===== src/rtl/core/thb_pkg.sv =====
// ----------------------------------------------------------------------------
// thb_pkg
// Shared types and constants for the triple buffer handoff block.
// ----------------------------------------------------------------------------
`default_nettype none

package thb_pkg;

  localparam int unsigned IDX_W = 3;
  localparam logic [IDX_W-1:0] EMPTY_SLOT = 3'd7;

  typedef enum logic [1:0] {
    REQ_ACQ_WRITE = 2'd0,
    REQ_PUBLISH   = 2'd1,
    REQ_ACQ_READY = 2'd2,
    REQ_RELEASE   = 2'd3
  } req_e;

  typedef enum logic [1:0] {
    OWN_FREE       = 2'd0,
    OWN_WRITING    = 2'd1,
    OWN_READY      = 2'd2,
    OWN_DISPLAYING = 2'd3
  } owner_e;

  // Commands from the controller to the datapath
  typedef struct packed {
    logic load;   // capture the incoming request
    logic exec;   // apply the captured request and register its result
  } thb_cmd_t;

endpackage

`default_nettype wire


===== src/rtl/core/triple_buffer_handoff.sv =====
// ----------------------------------------------------------------------------
// triple_buffer_handoff
// Frame buffer pool arbiter between a producer and a display consumer.
// ----------------------------------------------------------------------------
// Requests arrive on the s_axis channel: tuser carries the request kind
// (acquire write, publish, acquire ready, release), tdata the buffer index
// used by publish and release. Each request yields exactly one result
// transaction on m_axis with ok, granted index, dropped flag and dropped
// index.
// An accepted request is captured in the load step and applied in the
// execute step of the controller, which registers its result and marks
// it valid. No new request is taken during the execute step. A new
// request is taken while the previous result is being taken in the same
// cycle.
// When the receiver stalls, the result is held in the output register and
// tready stays low, so the next request waits at the sender.
// Reset marks every buffer free and empties both ready slots and the
// shown index; no result is pending afterwards.
// ----------------------------------------------------------------------------
`default_nettype none

module triple_buffer_handoff
  import thb_pkg::*;
#(
  parameter int unsigned NUM_BUFFERS = 3
) (
  input  wire logic       clk_i,
  input  wire logic       rst_ni,
  input  wire logic       s_axis_tvalid_i,
  output logic            s_axis_tready_o,
  input  wire logic [7:0] s_axis_tdata_i,  // [2:0] buf_index, [7:3] zero
  input  wire logic [1:0] s_axis_tuser_i,  // [1:0] req_type
  output logic            m_axis_tvalid_o,
  input  wire logic       m_axis_tready_i,
  output logic [7:0]      m_axis_tdata_o   // [0] ok, [3:1] granted_index,
                                           // [4] dropped, [7:5] dropped_index
);

  thb_cmd_t         cmd;
  logic             ok;
  logic [IDX_W-1:0] granted_index;
  logic             dropped;
  logic [IDX_W-1:0] dropped_index;

  thb_ctrl u_ctrl (
    .clk_i       (clk_i),
    .rst_ni      (rst_ni),
    .in_valid_i  (s_axis_tvalid_i),
    .in_ready_o  (s_axis_tready_o),
    .out_valid_o (m_axis_tvalid_o),
    .out_ready_i (m_axis_tready_i),
    .cmd_o       (cmd)
  );

  thb_dp #(
    .NUM_BUFFERS (NUM_BUFFERS)
  ) u_dp (
    .clk_i           (clk_i),
    .rst_ni          (rst_ni),
    .cmd_i           (cmd),
    .req_type_i      (s_axis_tuser_i),
    .buf_index_i     (s_axis_tdata_i[IDX_W-1:0]),
    .ok_o            (ok),
    .granted_index_o (granted_index),
    .dropped_o       (dropped),
    .dropped_index_o (dropped_index)
  );

  assign m_axis_tdata_o = {dropped_index, dropped, granted_index, ok};

endmodule

`default_nettype wire


===== src/rtl/core/thb_ctrl.sv =====
// ----------------------------------------------------------------------------
// thb_ctrl
// Sequencer: accepts a request, runs it through the datapath, holds the
// result transaction until the receiver takes it.
// ----------------------------------------------------------------------------
`default_nettype none

module thb_ctrl
  import thb_pkg::*;
(
  input  wire logic     clk_i,
  input  wire logic     rst_ni,
  input  wire logic     in_valid_i,
  output logic          in_ready_o,
  output logic          out_valid_o,
  input  wire logic     out_ready_i,
  output thb_cmd_t      cmd_o
);

  typedef enum logic {
    ST_IDLE = 1'b0,
    ST_EXEC = 1'b1
  } state_e;

  state_e state_q, state_d;
  logic   out_valid_q, out_valid_d;
  logic   in_fire;

  // Take a new request when idle and the output register is empty or draining now
  assign in_ready_o  = (state_q == ST_IDLE) && (!out_valid_q || out_ready_i);
  assign in_fire     = in_valid_i && in_ready_o;
  assign out_valid_o = out_valid_q;

  assign cmd_o = '{load: in_fire, exec: (state_q == ST_EXEC)};

  always_comb begin
    state_d     = state_q;
    out_valid_d = out_valid_q;
    if (out_valid_q && out_ready_i) begin
      out_valid_d = 1'b0;
    end
    case (state_q)
      ST_IDLE: begin
        if (in_fire) begin
          state_d = ST_EXEC;
        end
      end
      ST_EXEC: begin
        out_valid_d = 1'b1;
        state_d     = ST_IDLE;
      end
      default: begin
        state_d = ST_IDLE;
      end
    endcase
  end

  always_ff @(posedge clk_i or negedge rst_ni) begin
    if (!rst_ni) begin
      state_q     <= ST_IDLE;
      out_valid_q <= 1'b0;
    end else begin
      state_q     <= state_d;
      out_valid_q <= out_valid_d;
    end
  end

  a_fire_to_exec: assert property (@(posedge clk_i) disable iff (!rst_ni)
    in_fire |=> (state_q == ST_EXEC))
    else $error("accepted request did not enter execution");

  a_exec_fills_out: assert property (@(posedge clk_i) disable iff (!rst_ni)
    (state_q == ST_EXEC) |=> out_valid_q)
    else $error("executed request produced no result");

  a_out_from_exec: assert property (@(posedge clk_i) disable iff (!rst_ni)
    $rose(out_valid_q) |-> ($past(state_q) == ST_EXEC))
    else $error("result appeared without an executed request");

endmodule

`default_nettype wire


===== src/rtl/core/thb_dp.sv =====
// ----------------------------------------------------------------------------
// thb_dp
// Datapath: buffer ownership table, ready slots, shown index and the
// registered result of the last executed request.
// ----------------------------------------------------------------------------
`default_nettype none

module thb_dp
  import thb_pkg::*;
#(
  parameter int unsigned NUM_BUFFERS = 3
) (
  input  wire logic             clk_i,
  input  wire logic             rst_ni,
  input  wire thb_cmd_t         cmd_i,
  input  wire logic [1:0]       req_type_i,
  input  wire logic [IDX_W-1:0] buf_index_i,
  output logic                  ok_o,
  output logic [IDX_W-1:0]      granted_index_o,
  output logic                  dropped_o,
  output logic [IDX_W-1:0]      dropped_index_o
);

  localparam logic [IDX_W-1:0] NumBuf = IDX_W'(NUM_BUFFERS);

  // captured request
  req_e             req_q;
  logic [IDX_W-1:0] idx_q;

  owner_e           owner_q [NUM_BUFFERS];
  owner_e           owner_d [NUM_BUFFERS];
  logic [IDX_W-1:0] newest_q, newest_d;
  logic [IDX_W-1:0] older_q, older_d;
  logic [IDX_W-1:0] shown_q, shown_d;

  logic             ok_q, ok_d;
  logic [IDX_W-1:0] granted_q, granted_d;
  logic             drop_q, drop_d;
  logic [IDX_W-1:0] drop_idx_q, drop_idx_d;

  // two write ports into the owner table, never aimed at the same entry
  logic             set_en;
  logic [IDX_W-1:0] set_idx;
  owner_e           set_val;
  logic             free_en;
  logic [IDX_W-1:0] free_idx;

  logic             free_found;
  logic [IDX_W-1:0] free_first;
  logic [IDX_W-1:0] take;

  function automatic logic slot_ok(logic [IDX_W-1:0] v);
    return v < NumBuf;
  endfunction

  // lowest free buffer
  always_comb begin
    free_found = 1'b0;
    free_first = EMPTY_SLOT;
    for (int i = 0; i < NUM_BUFFERS; i++) begin
      if (!free_found && owner_q[i] == OWN_FREE) begin
        free_found = 1'b1;
        free_first = IDX_W'(i);
      end
    end
  end

  always_comb begin
    newest_d   = newest_q;
    older_d    = older_q;
    shown_d    = shown_q;
    ok_d       = 1'b0;
    granted_d  = EMPTY_SLOT;
    drop_d     = 1'b0;
    drop_idx_d = EMPTY_SLOT;
    set_en     = 1'b0;
    set_idx    = idx_q;
    set_val    = OWN_FREE;
    free_en    = 1'b0;
    free_idx   = older_q;
    take       = EMPTY_SLOT;
    case (req_q)
      REQ_ACQ_WRITE: begin
        if (free_found) begin
          set_en    = 1'b1;
          set_idx   = free_first;
          set_val   = OWN_WRITING;
          ok_d      = 1'b1;
          granted_d = free_first;
        end else begin
          // recycle the older ready frame first, then the newest
          if (slot_ok(older_q)) begin
            take    = older_q;
            older_d = EMPTY_SLOT;
          end else if (slot_ok(newest_q)) begin
            take     = newest_q;
            newest_d = EMPTY_SLOT;
          end
          if (slot_ok(take)) begin
            set_en     = 1'b1;
            set_idx    = take;
            set_val    = OWN_WRITING;
            ok_d       = 1'b1;
            granted_d  = take;
            drop_d     = 1'b1;
            drop_idx_d = take;
          end
        end
      end
      REQ_PUBLISH: begin
        if (slot_ok(idx_q)) begin
          set_en   = 1'b1;
          set_idx  = idx_q;
          set_val  = OWN_READY;
          newest_d = idx_q;
          older_d  = newest_q;
          ok_d     = 1'b1;
          if (slot_ok(older_q) && older_q != idx_q) begin
            free_en    = 1'b1;
            free_idx   = older_q;
            drop_d     = 1'b1;
            drop_idx_d = older_q;
          end
        end
      end
      REQ_ACQ_READY: begin
        if (slot_ok(newest_q)) begin
          newest_d  = EMPTY_SLOT;
          older_d   = EMPTY_SLOT;
          set_en    = 1'b1;
          set_idx   = newest_q;
          set_val   = OWN_DISPLAYING;
          shown_d   = newest_q;
          ok_d      = 1'b1;
          granted_d = newest_q;
          if (slot_ok(older_q) && older_q != newest_q) begin
            free_en    = 1'b1;
            free_idx   = older_q;
            drop_d     = 1'b1;
            drop_idx_d = older_q;
          end
        end
      end
      REQ_RELEASE: begin
        if (slot_ok(idx_q)) begin
          if (shown_q == idx_q) begin
            shown_d = EMPTY_SLOT;
          end
          set_en  = 1'b1;
          set_idx = idx_q;
          set_val = OWN_FREE;
          ok_d    = 1'b1;
        end
      end
      default: begin
        ok_d = 1'b0;
      end
    endcase
  end

  always_comb begin
    for (int i = 0; i < NUM_BUFFERS; i++) begin
      owner_d[i] = owner_q[i];
      if (free_en && free_idx == IDX_W'(i)) begin
        owner_d[i] = OWN_FREE;
      end
      if (set_en && set_idx == IDX_W'(i)) begin
        owner_d[i] = set_val;
      end
    end
  end

  always_ff @(posedge clk_i) begin
    if (cmd_i.load) begin
      req_q <= req_e'(req_type_i);
      idx_q <= buf_index_i;
    end
  end

  always_ff @(posedge clk_i or negedge rst_ni) begin
    if (!rst_ni) begin
      for (int i = 0; i < NUM_BUFFERS; i++) begin
        owner_q[i] <= OWN_FREE;
      end
      newest_q   <= EMPTY_SLOT;
      older_q    <= EMPTY_SLOT;
      shown_q    <= EMPTY_SLOT;
      ok_q       <= 1'b0;
      granted_q  <= EMPTY_SLOT;
      drop_q     <= 1'b0;
      drop_idx_q <= EMPTY_SLOT;
    end else if (cmd_i.exec) begin
      for (int i = 0; i < NUM_BUFFERS; i++) begin
        owner_q[i] <= owner_d[i];
      end
      newest_q   <= newest_d;
      older_q    <= older_d;
      shown_q    <= shown_d;
      ok_q       <= ok_d;
      granted_q  <= granted_d;
      drop_q     <= drop_d;
      drop_idx_q <= drop_idx_d;
    end
  end

  assign ok_o            = ok_q;
  assign granted_index_o = granted_q;
  assign dropped_o       = drop_q;
  assign dropped_index_o = drop_idx_q;

  a_drop_needs_ok: assert property (@(posedge clk_i) disable iff (!rst_ni)
    drop_q |-> ok_q)
    else $error("frame dropped by a refused request");

  a_drop_idx_empty: assert property (@(posedge clk_i) disable iff (!rst_ni)
    !drop_q |-> (drop_idx_q == EMPTY_SLOT))
    else $error("dropped index set without a drop");

  a_grant_in_pool: assert property (@(posedge clk_i) disable iff (!rst_ni)
    (granted_q != EMPTY_SLOT) |-> (ok_q && granted_q < NumBuf))
    else $error("granted buffer outside the pool");

endmodule

`default_nettype wire

===== config.mk =====
export PLATFORM = sky130hd
export DESIGN_NAME = triple_buffer_handoff
export DESIGN_NICKNAME = d
export VERILOG_FILES = /design/src/rtl/core/thb_pkg.sv /design/src/rtl/core/triple_buffer_handoff.sv /design/src/rtl/core/thb_ctrl.sv /design/src/rtl/core/thb_dp.sv
export SDC_FILE = /design/constraint.sdc
export NUM_CORES = 1
export LEC_CHECK = 0
export BUFFER_PORTS_ARGS = -buffer_cell sky130_fd_sc_hd__buf_2
export CAP_MARGIN = 40
export CORE_MARGIN = 2
export CORE_UTILIZATION = 50
export CTS_CLUSTER_DIAMETER = 100
export DETAILED_ROUTE_END_ITERATION = 8
export PLACE_DENSITY = 0.71
export SYNTH_ARGS = -nofsm -noshare
export SYNTH_HDL_FRONTEND = slang
export SYNTH_SLANG_ARGS = --single-unit

===== constraint.sdc =====
create_clock -name clk_i -period 2.6 [get_ports clk_i]
set_input_delay 0.78 -clock clk_i [delete_from_list [all_inputs] [get_ports clk_i]]
set_output_delay 0.78 -clock clk_i [all_outputs]
set_load 0.01 [all_outputs]

# [Yosys cells after proc, flatten, opt, wreduce, memory -nomap -nowiden]
# Cells that the tools add are included.
[totals] elab_cells=126 mem_count=0 romBits=0 ram_bits=0 output_inout_bits=10 latchBits=0 reg_bits=27
[op_classes] bitwise=1 div=0 mul=0 shifts=0 add_sub_neg=0 mux=60 n_reduce_logical=34 n_eq_ne=14 magnitude_cmp=4
[ops] cell="2-to-1 mux 3 bit" n=25
[ops] cell="one-hot mux 3 bit (3 select lines)" n=4
[ops] cell="2-to-1 mux 2 bit" n=9
[ops] cell="2-to-1 mux 1 bit" n=16
[ops] cell="logical AND 1 bit" n=13
[ops] cell="< comparator 3 x 2 -> 1 bit (second input constant)" n=4
[ops] cell="zero test 2 bit" n=4
[ops] cell="one-hot mux 2 bit (4 select lines)" n=1
[ops] cell="nonzero test 2 bit" n=4
[ops] cell="== test 3 x 1 -> 1 bit (second input constant)" n=2
[ops] cell="== test 3 x 2 -> 1 bit (second input constant)" n=2
[ops] cell="zero test 3 bit" n=2
[ops] cell="inequality test 2 x 1 -> 1 bit (second input constant)" n=3
[ops] cell="inequality test 3 bit" n=2
[ops] cell="one-hot mux 1 bit (3 select lines)" n=2
[ops] cell="one-hot mux 3 bit (2 select lines)" n=1
[ops] cell="AND reduction 2 bit" n=3
[ops] cell="AND reduction 6 bit" n=1
[ops] cell="AND reduction 5 bit" n=1
[ops] cell="== test 2 bit (second input constant)" n=2
[ops] cell="inequality test 2 bit (second input constant)" n=2
[ops] cell="one-hot mux 1 bit (2 select lines)" n=2
[ops] cell="zero test 1 bit" n=3
[ops] cell="nonzero test 3 bit" n=1
[ops] cell="4 further kinds" n=4

# [Longest topological paths before layout]
# Gate-level depths: netlist (run 1).
[logic_depth] word_depth=18 depth_mapped=8

# [Cells and area by module]
# A second synthesis (run 1) with hierarchy kept.
[hier_totals] cells_unflattened=179 hier_area_um2=1785.5
[by_module_without_submodules] mod="thb_dp" area_per_inst_um2=1666.6 n_inst=1 cells_each=168
[by_module_without_submodules] mod="thb_ctrl" area_per_inst_um2=103.8 n_inst=1 cells_each=9
[by_module_without_submodules] mod="triple_buffer_handoff" area_per_inst_um2=15.0 n_inst=1 cells_each=2

# [Worst setup path before layout (run 1)]
# OpenSTA, ideal clock, no wires.
[synth_path] kind="flip-flop to flip-flop" startpoint="reg u_dp.older_q[0]" endpoint="reg u_dp.owner_q[0] in the netlist's numbering" synth_period_minus_slack_ns=2.147 setup_time_ns=0.125 stages_incl_launch_ff=8 t_arrival_ns=2.023 setup_slack_ns=0.453 path_cell_list="dfstp_2 -> buf_4 -> a21oi_1 -> nor2_1 -> mux2_2 -> a311oi_2 -> and3_1 -> mux2_2"
[synth_via] elab_chain_cells=12 word_cells_on_any_way=30
[synth_lines] item="from (decl)" line_no="thb_dp.sv:33" source="logic [IDX_W-1:0] older_q, older_d;"
[synth_lines] item="from (signal assigned)" line_no="thb_dp.sv:197" source="older_q <= older_d;"
[synth_lines] item="< comparator 3 x 2 -> 1 bit" line_no="thb_dp.sv:53" source="return v < NumBuf;"
[synth_lines] item="2-to-1 mux 3 bit" line_no="thb_dp.sv:92" source="if (slot_ok(older_q)) begin"
[synth_lines] item="2-to-1 mux 3 bit" line_no="thb_dp.sv:84" source="if (free_found) begin"
[synth_lines] item="2-to-1 mux 3 bit" line_no="thb_dp.sv:82" source="case (req_q)"
[synth_lines] item="< comparator 3 x 2 -> 1 bit" line_no="thb_dp.sv:53"
[synth_lines] item="2-to-1 mux 3 bit" line_no="thb_dp.sv:99" source="if (slot_ok(take)) begin"
[synth_lines] item="2-to-1 mux 3 bit" line_no="thb_dp.sv:84"
[synth_lines] item="one-hot mux 3 bit (3 select lines)" line_no="thb_dp.sv:82"
[synth_lines] item="== test 3 x 2 -> 1 bit" line_no="thb_dp.sv:167" source="if (set_en && set_idx == IDX_W'(i)) begin"
[synth_lines] item="logical AND 1 bit" line_no="thb_dp.sv:167"
[synth_lines] item="nonzero test 2 bit (no source line)"
[synth_lines] item="AND reduction 2 bit (no source line)"
[synth_lines] item="to (signal, indexed assignment)" line_no="thb_dp.sv:194" source="owner_q[i] <= owner_d[i];"
[synth_lines] item="to (decl)" line_no="thb_dp.sv:30" source="owner_e owner_q [NUM_BUFFERS];"
# Parallel ways exist; a longest one is shown, timed or not. The select of a mux whose other input is x is not followed.
# A chain may end at the register's enable or synchronous reset.

# [Worst setup path in the final report (run 1)]
[layout_path] startpoint="reg u_dp.older_q[0]" endpoint="reg u_dp.owner_q[1] in the netlist's numbering"
# The elaborated chain is that of the path after synthesis.

==> summary.txt, run 1 <==
Status
  – Status: completed

STA
  – RSZ-0062 raised after global routing: false
  – Slew Limit Fails: 0
  – Min Clock Period, post-route: 2.457 ns
  – Worst-Margin Slew: 0.6103 ns
  – Relative slew slack: 0.5931
  – Final cycle utilization of the critical path: 0.9450
  – Setup Skew: 0.001120 ns
  – Hold Vio Cnt, Final: 0
  – Peak Freq: 407.0 MHz
  – Post-Route Setup TNS: 0 ns
  – Final Setup Violations: 0

Final layout
  – Layout Cells excl Fill: 242
  – Share of post-route cells with drive strength above 1: 0.2959
  – Number of nets in the layout: 215
  – Final Util: 0.5636
  – Antenna Cells: 0
  – Area Growth Syn to Fin: 7.819%
  – Final Instance Area: 1881 µm²

Power
  – NetSw: 0.5590 mW
  – Cell-internal power: 0.8956 mW
  – Flop pwr share: 0.519
  – Max VDD drop: 0.4720 mV
  – Sw Share: 0.3843
  – Leak pwr: 0.7875 nW
  – Power Total: 1.455 mW
  – Power Density: 773.5 nW/µm²
  – Comb power frac: 0.355
  – Clock network power share: 0.127

Floorplan
  – I/O pin total: 24
  – Die X-Extent: 63.06 µm
  – FP Rows: 21
  – Die footprint: 3977 µm²
  – Die Span Y: 63.06 µm
  – Core box area: 3337 µm²
  – Initial Util: 0.5227

Place
  – I/O Buffers: 18
  – Placed Area: 1854 µm²
  – Gpl congestion: 0.9421
  – Post-Place Cells: 238
  – Detail Placement HPWL: 3073 µm

Hold path
  – Hold Path Class: in -> async

Logic synthesis
  – Synth area leaders: dfstp_2, dfrtp_1, edfxtp_1, mux2_2, nor2_1
  – Syn Nets: 199
  – Top-area cell type share of the netlist area: 0.1808
  – Cells after Synth: 181
  – FF+latch count, synth: 27
  – Post-synthesis cell type count: 47
  – Dominant cell type by area after synthesis: dfstp_2
  – Synthesized area: 1744 µm²
  – EDFF count, synth: 5
  – Async SR Flop Fraction: 0.8148
  – Sequential area share after synthesis: 0.4103
  – Most used DFF post-synth: dfstp_2
  – Syn. warnings: 0
  – Avg Inst Size Synth: 9.636 µm²

CTS
  – Num CTS Buffers: 3
  – # Post-CTS Setup Buffers: 0
  – CTS tree: done
  – CTS resizes: 0
  – Clk_lat worst skew: 0.33 ns
  – CTS H-tree depth: 1
  – CTS root buf: clkbuf_4
  – Reg clk slew, reported paths: 0.14 ns
  – Post-CTS Hold Buffers: 0
  – CTS Sinks: 27
  – CTS Buffer Depth: 2

Detailed routing
  – Routed WL: 4015 µm
  – Routed wire per std cell: 16.59 µm
  – Via count: 1418
  – Initial DRC Count: 136
  – Drt pass-1 iters: 4
  – Final ANT Viol Nets: 0
  – Vias per cell: 5.860
  – DRC Markers: 0

GRT
  – Wire length of the first global-routing pass: 6934 µm
  – All-layer global routing usage: 0.2232
  – GRT Residual Overflow: 0
  – Largest net degree at the start of global routing: 23
  – Vias in the first global route: 1439
  – Initial antenna violation count: 0

Worst setup path
  – Worst setup SP type: register
  – Worst setup EP type: register
  – Critical Path Max Stage Delay: 0.68 ns
  – Crit Path Category: reg -> reg
  – Worst-path fanout max: 11
  – Worst path arrival time: 2.69 ns
  – Reg2reg start: u_dp.older_q[0]
  – Critical Path RT: 2.83 ns
  – Slowest CP cell: dfstp_2
  – FF-to-FF path depth: 6
  – RR Endpoint: u_dp.owner_q[1]
  – Crit path top cell by count: mux2_2
  – Reg2Reg Setup Slack: 0.14 ns
  – Worst path cell trace: a21oi_1 -> nor2_1 -> mux2_2 -> a311oi_2 -> and3_1 -> mux2_2

Run
  – Max Cap Violations: 0
cell usage after synthesis, types with 3 or more instances:
library cell,number
ha_1,4
dfrtp_1,10
nor2_1,23
nand2_1,8
nand3_1,3
a31oi_1,5
buf_4,4
dfstp_2,12
a21o_1,3
o21ai_0,6
inv_1,15
a41oi_1,5
nand2b_1,5
mux2_2,12
nor3_1,3
a221o_1,3
edfxtp_1,5
clkbuf_1,6
a21oi_1,10
registers in the layout (all words and copies together), names as in the netlist:
signal / flops
u_dp.owner_q: 6
u_ctrl.state_q: 1
u_dp.granted_index_o: 3
u_ctrl.out_valid_o: 1
u_dp.newest_q: 3
u_dp.ok_o: 1
u_dp.req_q: 2
u_dp.dropped_o: 1
u_dp.idx_q: 3
u_dp.dropped_index_o: 3
u_dp.older_q: 3
worst max-delay path, delay by kind of cell (launching register included):
kind,cells,cell delay (ns)
compound gates,2,0.51
flops,1,0.68
mux,2,0.72
simple gates,2,0.45
through the flow:
stage	hold WS, ns	setup WS, ns
6_report	0.3952	0.1430
3_3_place_gp	0.4779	0.2747
4_1_cts	0.4098	0.1719
3_5_place_dp	0.4782	0.2125
2_1_floorplan	0.4803	0.4528
5_1_grt	0.4118	0.03112
power by group through the flow:
stage | combinational (mW) | clock [mW] | sequential [mW]
after floorplan | 0.460 | 0 | 0.682
after global placement | 0.492 | 0 | 0.755
after detailed placement | 0.510 | 0 | 0.760
after CTS | 0.513 | 0.185 | 0.752
after global routing | 0.566 | 0.211 | 0.778
final | 0.516 | 0.184 | 0.755
area by class of cell:
| cell class | instances | area [µm²] |
|---|---|---|
| Tap cell | 46 | 57.56 |
| Fill cell | 317 | 1456 |
| Timing Repair Buffer | 23 | 127.6 |
| Clock buffer | 4 | 26.28 |
| Multi-Input combinational cell | 127 | 897.1 |
| Sequential cell | 27 | 715.7 |
| Inverter | 15 | 56.30 |
per-layer routing:
layer | part of all wire | wire [µm] | global-route usage
met5 | 0 | 0 | 0
met4 | 0.021 | 86 | 0.07500
met3 | 0.048 | 193 | 0.03571
met2 | 0.49 | 1986 | 0.3816
met1 | 0.44 | 1748 | 0.2870
layout by cell type (no fill, tap or decap), types with 4 or more instances in the layout:
master / instances
dfstp_2: 12
a31oi_1: 5
a41oi_1: 5
ha_1: 4
nand2b_1: 5
buf_2: 18
a21oi_1: 10
buf_4: 5
edfxtp_1: 5
dfrtp_1: 10
o21ai_0: 6
inv_1: 15
nor2_1: 23
mux2_2: 12
nand2_1: 8
cell families after synthesis:
family / share of synthesized area
DFF: 0.4103
adders and majority gates: 0.02870
muxes: 0.1062
xor gates and xnor gates: 0.01004
buffers and inverters: 0.07532
AOI/OAI and AO/OA: 0.2145
and+or+nand+nor: 0.1550
worst max-delay path by stage:
stage	cells after the start	slack [ns]	to	startpoint
detailed placement	6	0.21	u_dp.owner_q[1]	u_dp.older_q[0]
global placement	6	0.27	u_dp.owner_q[0]	u_dp.older_q[0]
global route	6	0.03	u_dp.owner_q[1]	u_dp.older_q[0]
floorplan	7	0.45	u_dp.owner_q[0]	u_dp.older_q[0]
finish	6	0.14	u_dp.owner_q[1]	u_dp.older_q[0]
CTS	6	0.17	u_dp.owner_q[1]	u_dp.older_q[0]
Power figures use the tool's default switching activity.
==> run 2, diff against run 1 <==
BUFFER_PORTS_ARGS = default   (was -buffer_cell sky130_fd_sc_hd__buf_2)
CORE_ASPECT_RATIO = 0.5   (was default)
DONT_BUFFER_PORTS = 1   (was default)
PLACE_DENSITY = default   (was 0.71)
clock period = 2.4 ns   (was 2.6 ns; I/O delays follow)
==> run 2 against run 1 <==
Effect of this change:
- sequential share of layout area increased by 0.88 points
- sequential cell count unchanged
- non-clock buffer count shrank 15
- critical path depth did not move
- sequential power increased by 8.7%
- register-to-register slack got worse by 0.03 ns
- count of clock-buffer cells in the layout is the same
- clock power grew 41%
- worst hold slack worse by 0.27 ns
==> summary.txt, run 2 (same netlist as run 1, synthesis figures left out) <==
Status
  – Status: completed (unchanged)

Place
  – Post-Place Cells: 218 (was 238)
  – Gpl congestion: 0.8459 (was 0.9421)
  – Detail Placement HPWL: 2925 µm (was 3073 µm)
  – I/O Buffers: 0 (was 18)
  – Placed Area: 1774 µm² (was 1854 µm²)
  – Pre-CTS setup slack: 0.06115 ns (was 0.2125 ns)

Final layout
  – Final Instance Area: 1838 µm² (was 1881 µm²)
  – Antenna Cells: 0 (unchanged)
  – Layout Cells excl Fill: 223 (was 242)
  – Area Growth Syn to Fin: 5.380% (was 7.819%)
  – Number of nets in the layout: 200 (was 215)
  – Top reg by flops: u_dp.owner_q (unchanged)
  – Commonest non-fill, non-tap cell in the layout: nor2_1 (unchanged)
  – Most frequent cells in the layout: nor2_1, inv_1, mux2_2, dfstp_2, dfrtp_1 (was nor2_1, buf_2, inv_1)
  – Max reg flops: 6 (unchanged)
  – Share of post-route cells with drive strength above 1: 0.2541 (was 0.2959)
  – Reg area: 715.7 µm² (unchanged)
  – Filler cell count: 291 (was 317)
  – Multi-input logic area: 908.4 µm² (was 897.1 µm²)
  – Final Util: 0.5441 (was 0.5636)

Worst setup path
  – Worst path cell trace: buf_4 -> nor2_1 -> o311a_1 -> a211o_1 -> or3b_4 -> mux2_4 (was a21oi_1 -> nor2_1 -> mux2_2 -> a311oi_2 -> and3_1 -> mux2_2)
  – Worst-path fanout max: 6 (was 11)
  – Reg2reg start: u_dp.older_q[0] (unchanged)
  – Slowest CP cell: dfstp_2 (unchanged)
  – Worst setup SP type: register (unchanged)
  – Critical Path Max Stage Delay: 0.59 ns (was 0.68 ns)
  – Worst setup EP type: register (unchanged)
  – Crit path from: u_dp.older_q[0] (unchanged)
  – Critical Path RT: 2.57 ns (was 2.83 ns)
  – Worst path arrival time: 2.46 ns (was 2.69 ns)
  – Crit Path Category: reg -> reg (unchanged)

CTS
  – CTS root buf: clkbuf_8 (was clkbuf_4)
  – CTS H-tree depth: 1 (unchanged)
  – Clk_lat worst skew: 0.28 ns (was 0.33 ns)
  – CTS Buffer Depth: 2 (unchanged)
  – Num CTS Buffers: 3 (unchanged)
  – Reg clk slew, reported paths: 0.09 ns (was 0.14 ns)
  – CTS tree: done (unchanged)
  – CTS Sinks: 27 (unchanged)

STA
  – Min Clock Period, post-route: 2.291 ns (was 2.457 ns)
  – Worst setup margin: 0.1087 ns (was 0.1430 ns)
  – Setup Skew: 0.008824 ns (was 0.001120 ns)
  – Worst-Margin Slew: 0.4505 ns (was 0.6103 ns)
  – Final cycle utilization of the critical path: 0.9547 (was 0.9450)
  – Hold Vio Cnt, Final: 0 (unchanged)
  – Relative slew slack: 0.6965 (was 0.5931)
  – Peak Freq: 436.4 MHz (was 407.0 MHz)
  – Final Setup Violations: 0 (unchanged)
  – Worst hold slack: 0.1273 ns (was 0.3952 ns)
  – Slew Limit Fails: 0 (unchanged)
  – Post-Route Setup TNS: 0 ns (unchanged)

Detailed routing
  – Via count: 1383 (was 1418)
  – Final ANT Viol Nets: 0 (unchanged)
  – DRC Markers: 0 (unchanged)
  – Routed WL: 3918 µm (was 4015 µm)
  – Drt pass-1 iters: 4 (unchanged)
  – Routed wire per std cell: 17.57 µm (was 16.59 µm)
  – Initial DRC Count: 95 (was 136)
  – Vias per cell: 6.202 (was 5.860)

Floorplan
  – Initial Util: 0.5163 (was 0.5227)
  – I/O pin total: 24 (unchanged)
  – Die X-Extent: 87.53 µm (was 63.06 µm)
  – FP Rows: 15 (was 21)
  – Core box area: 3378 µm² (was 3337 µm²)
  – Die footprint: 4006 µm² (was 3977 µm²)
  – Die Span Y: 45.77 µm (was 63.06 µm)

Run
  – Max Cap Violations: 0 (unchanged)

GRT
  – All-layer global routing usage: 0.2152 (was 0.2232)
  – Wire length of the first global-routing pass: 6306 µm (was 6934 µm)
  – Initial antenna violation count: 0 (unchanged)
  – GRT Residual Overflow: 0 (unchanged)
  – Vias in the first global route: 1208 (was 1439)
  – Largest net degree at the start of global routing: 23 (unchanged)

Power
  – Power Density: 876.4 nW/µm² (was 773.5 nW/µm²)
  – Max VDD drop: 0.4082 mV (was 0.4720 mV)
  – Power Total: 1.611 mW (was 1.455 mW)
  – Leak pwr: 0.7423 nW (was 0.7875 nW)

Hold path
  – Hold Path Class: in -> async (unchanged)
## run 2: power by group
group / switching (mW) / leakage, nW / internal [mW]
clock network: 0.140 / 0.0228 / 0.119
logic: 0.275 / 0.415 / 0.256
registers: 0.180 / 0.305 / 0.641
total: 0.595 / 0.742 / 1.02
## run 2: final timing paths
path / end / slack [ns] / depth (start not counted)
worst max-delay path: u_dp.owner_q[2] / 0.11 / 6
worst min-delay path: u_dp.dropped_o / 0.13 / 0
worst max register to register: u_dp.owner_q[2] / 0.11 / 6
worst min register to register: u_dp.granted_index_o[0] / 0.52 / 2
max in group asynchronous: u_dp.older_q[1] / 2.09 / 0
min in group clk_i: u_dp.granted_index_o[0] / 0.52 / 2
## run 2: layer usage
metal	track usage	wire length, µm	vias to the layer above
met5	0	0	-
met4	0.02769	30	0
met3	0.05254	302	6
met2	0.3121	1625	48
met1	0.3307	1960	676
li1	-	-	653
## run 2: timing repair
action,4_1_cts,5_1_grt
setup endpoints to repair,0,4
hold buffers,0,0
gates resized for setup,0,3
setup buffers,0,1
## run 2: cell type report
type	instances	area share
flip-flops and latches	27	0.3894
clock buffers	4	0.02451
well taps	42	0.02859
inverters	15	0.03063
repair buffers	8	0.03268
multi-input cells	127	0.4942
## run 2: worst max-delay path: cells and delay by family (launching register included)
kind | cells | cell delay [ns]
compound gates | 2 | 0.66
mux | 1 | 0.30
simple gates | 2 | 0.48
flops | 1 | 0.59
buf+inv | 1 | 0.16
==> run 3, diff against run 2 <==
GPL_TIMING_DRIVEN = 0   (was default)
==> run 3 against run 2 <==
Effect of this change:
- worst hold slack got worse by 0.0052 ns
- final area rose by 2.3%
- die area did not move
- worst setup slack got worse by 0.035 ns
- critical path type unchanged
==> summary.txt, run 3 (same netlist as run 1, synthesis figures left out) <==
Place
  – Gpl congestion: 0.9424 (was 0.8459)
  – Detail Placement HPWL: 2985 µm (was 2925 µm)
  – Post-Place Cells: 223 (was 218)
  – I/O Buffers: 0 (unchanged)

CTS
  – Num CTS Buffers: 3 (unchanged)
  – Reg clk slew, reported paths: 0.09 ns (about the same)
  – CTS Buffer Depth: 2 (unchanged)
  – Post-CTS Hold Buffers: 0 (unchanged)
  – CTS H-tree depth: 1 (unchanged)
  – Clk_lat worst skew: 0.28 ns (about the same)
  – CTS root buf: clkbuf_8 (unchanged)
  – CTS tree: done (unchanged)
  – CTS Sinks: 27 (unchanged)

Final layout
  – Number of nets in the layout: 206 (was 200)
  – Area Growth Syn to Fin: 7.819% (was 5.380%)
  – Layout Cells excl Fill: 229 (was 223)
  – Commonest non-fill, non-tap cell in the layout: nor2_1 (unchanged)
  – Reg area: 715.7 µm² (unchanged)
  – Max reg flops: 6 (unchanged)
  – Filler cell count: 304 (was 291)
  – Final Util: 0.5567 (was 0.5441)
  – Antenna Cells: 0 (unchanged)
  – Multi-input logic area: 915.9 µm² (was 908.4 µm²)
  – Top reg by flops: u_dp.owner_q (unchanged)
  – Share of post-route cells with drive strength above 1: 0.2460 (was 0.2541)
  – Most frequent cells in the layout: nor2_1, inv_1, mux2_2, dfstp_2 (was nor2_1, inv_1, mux2_2, dfstp_2, dfrtp_1)

Floorplan
  – Die Span Y: 45.77 µm (unchanged)
  – I/O pin total: 24 (unchanged)
  – Core box area: 3378 µm² (unchanged)
  – Initial Util: 0.5163 (unchanged)
  – Die footprint: 4006 µm² (unchanged)
  – FP Rows: 15 (unchanged)
  – Die X-Extent: 87.53 µm (unchanged)

Run
  – Max Cap Violations: 0 (unchanged)

Worst setup path
  – Crit Path Category: reg -> reg (unchanged)
  – Reg2reg start: u_dp.req_q[1] (was u_dp.older_q[0])
  – Worst path arrival time: 2.49 ns (was 2.46 ns)
  – Worst setup SP type: register (unchanged)
  – Worst setup EP type: register (unchanged)
  – Critical Path RT: 2.57 ns (about the same)
  – Crit path from: u_dp.req_q[1] (was u_dp.older_q[0])
  – Worst-path fanout max: 10 (was 6)

STA
  – Setup Skew: 0.008761 ns (was 0.008824 ns)
  – Relative slew slack: 0.6826 (was 0.6965)
  – Min Clock Period, post-route: 2.327 ns (was 2.291 ns)
  – Worst hold slack: 0.1221 ns (was 0.1273 ns)
  – Worst-Margin Slew: 0.4711 ns (was 0.4505 ns)
  – Hold Vio Cnt, Final: 0 (unchanged)
  – Final cycle utilization of the critical path: 0.9694 (was 0.9547)
  – RSZ-0062 raised after global routing: false
  – Slew Limit Fails: 0 (unchanged)
  – Post-Route Setup TNS: 0 ns (unchanged)
  – Peak Freq: 429.8 MHz (was 436.4 MHz)
  – Final Setup Violations: 0 (unchanged)

Detailed routing
  – Drt pass-1 iters: 6 (was 4)
  – Routed WL: 3991 µm (was 3918 µm)
  – Initial DRC Count: 102 (was 95)
  – DRC Markers: 0 (unchanged)
  – Via count: 1379 (was 1383)
  – Final ANT Viol Nets: 0 (unchanged)
  – Vias per cell: 6.022 (was 6.202)
  – Routed wire per std cell: 17.43 µm (was 17.57 µm)

GRT
  – All-layer global routing usage: 0.2245 (was 0.2152)
  – Vias in the first global route: 1240 (was 1208)
  – Largest net degree at the start of global routing: 23 (unchanged)
  – Initial antenna violation count: 0 (unchanged)
  – Wire length of the first global-routing pass: 6472 µm (was 6306 µm)
  – GRT Residual Overflow: 0 (unchanged)

Power
  – Leak pwr: 0.7562 nW (was 0.7423 nW)
  – Power Density: 891.8 nW/µm² (was 876.4 nW/µm²)
  – Max VDD drop: 0.3365 mV (was 0.4082 mV)

Hold path
  – Hold Path Class: in -> async (unchanged)

Status
  – Status: completed (unchanged)
## run 3: per-layer routing
| layer | vias up | wire (µm) | GRT usage |
|---|---|---|---|
| li1 | 659 | - | - |
| met1 | 673 | 2126 | 0.3510 |
| met2 | 41 | 1522 | 0.2939 |
| met3 | 6 | 282 | 0.05797 |
| met4 | 0 | 59 | 0.07385 |
| met5 | - | 0 | 0 |
## run 3: report_power, final
group	internal (mW)	switching (mW)	leakage (nW)
registers	0.637	0.125	0.305
logic	0.297	0.357	0.429
clock network	0.119	0.143	0.0228
total	1.05	0.624	0.756
## run 3: metrics by stage
stage	power [mW]	worst slack (ns)	instance area [µm²]
after floorplan	1.237	0.2528	1744
after global placement	1.381	-0.01016	1797
after detailed placement	1.386	-0.02552	1797
after CTS	1.660	0.006143	1843
after global routing	1.784	0.0002105	1881
final	1.677	0.07334	1881
## run 3: path summary, 6_finish.rpt
check                      cells after the start                       to  slack (ns)
hold reg to reg                                1                u_dp.ok_o        0.51
setup / recovery                               7          u_dp.owner_q[2]        0.07
max in group asynchronous                      0  u_dp.granted_index_o[1]        2.10
min in group clk_i                             1                u_dp.ok_o        0.51
setup reg to reg                               7          u_dp.owner_q[2]        0.07
hold / removal                                 0           u_dp.dropped_o        0.12
## run 3: cell type report
type / instances / area share
clock buffer: 4 / 0.02395
buffer: 12 / 0.04258
multi-input combinational: 127 / 0.4870
inverter: 15 / 0.02994
sequential: 27 / 0.3806
timing repair buffer: 2 / 0.007984
tap: 42 / 0.02794
## run 3: worst max-delay path, cell delays in order (launching register included)
cell      delay (ns)
edfxtp_1        0.39
inv_1           0.07
ha_1            0.25
clkbuf_2        0.23
nor3b_1         0.20
a211o_1         0.33
or3b_4          0.43
mux2_4          0.30
## run 3: repair_timing
action	4_1_cts	5_1_grt
pin swaps	0	2
resized for setup	1	4
setup buffers	0	2
endpoints found under the setup margin	4	4
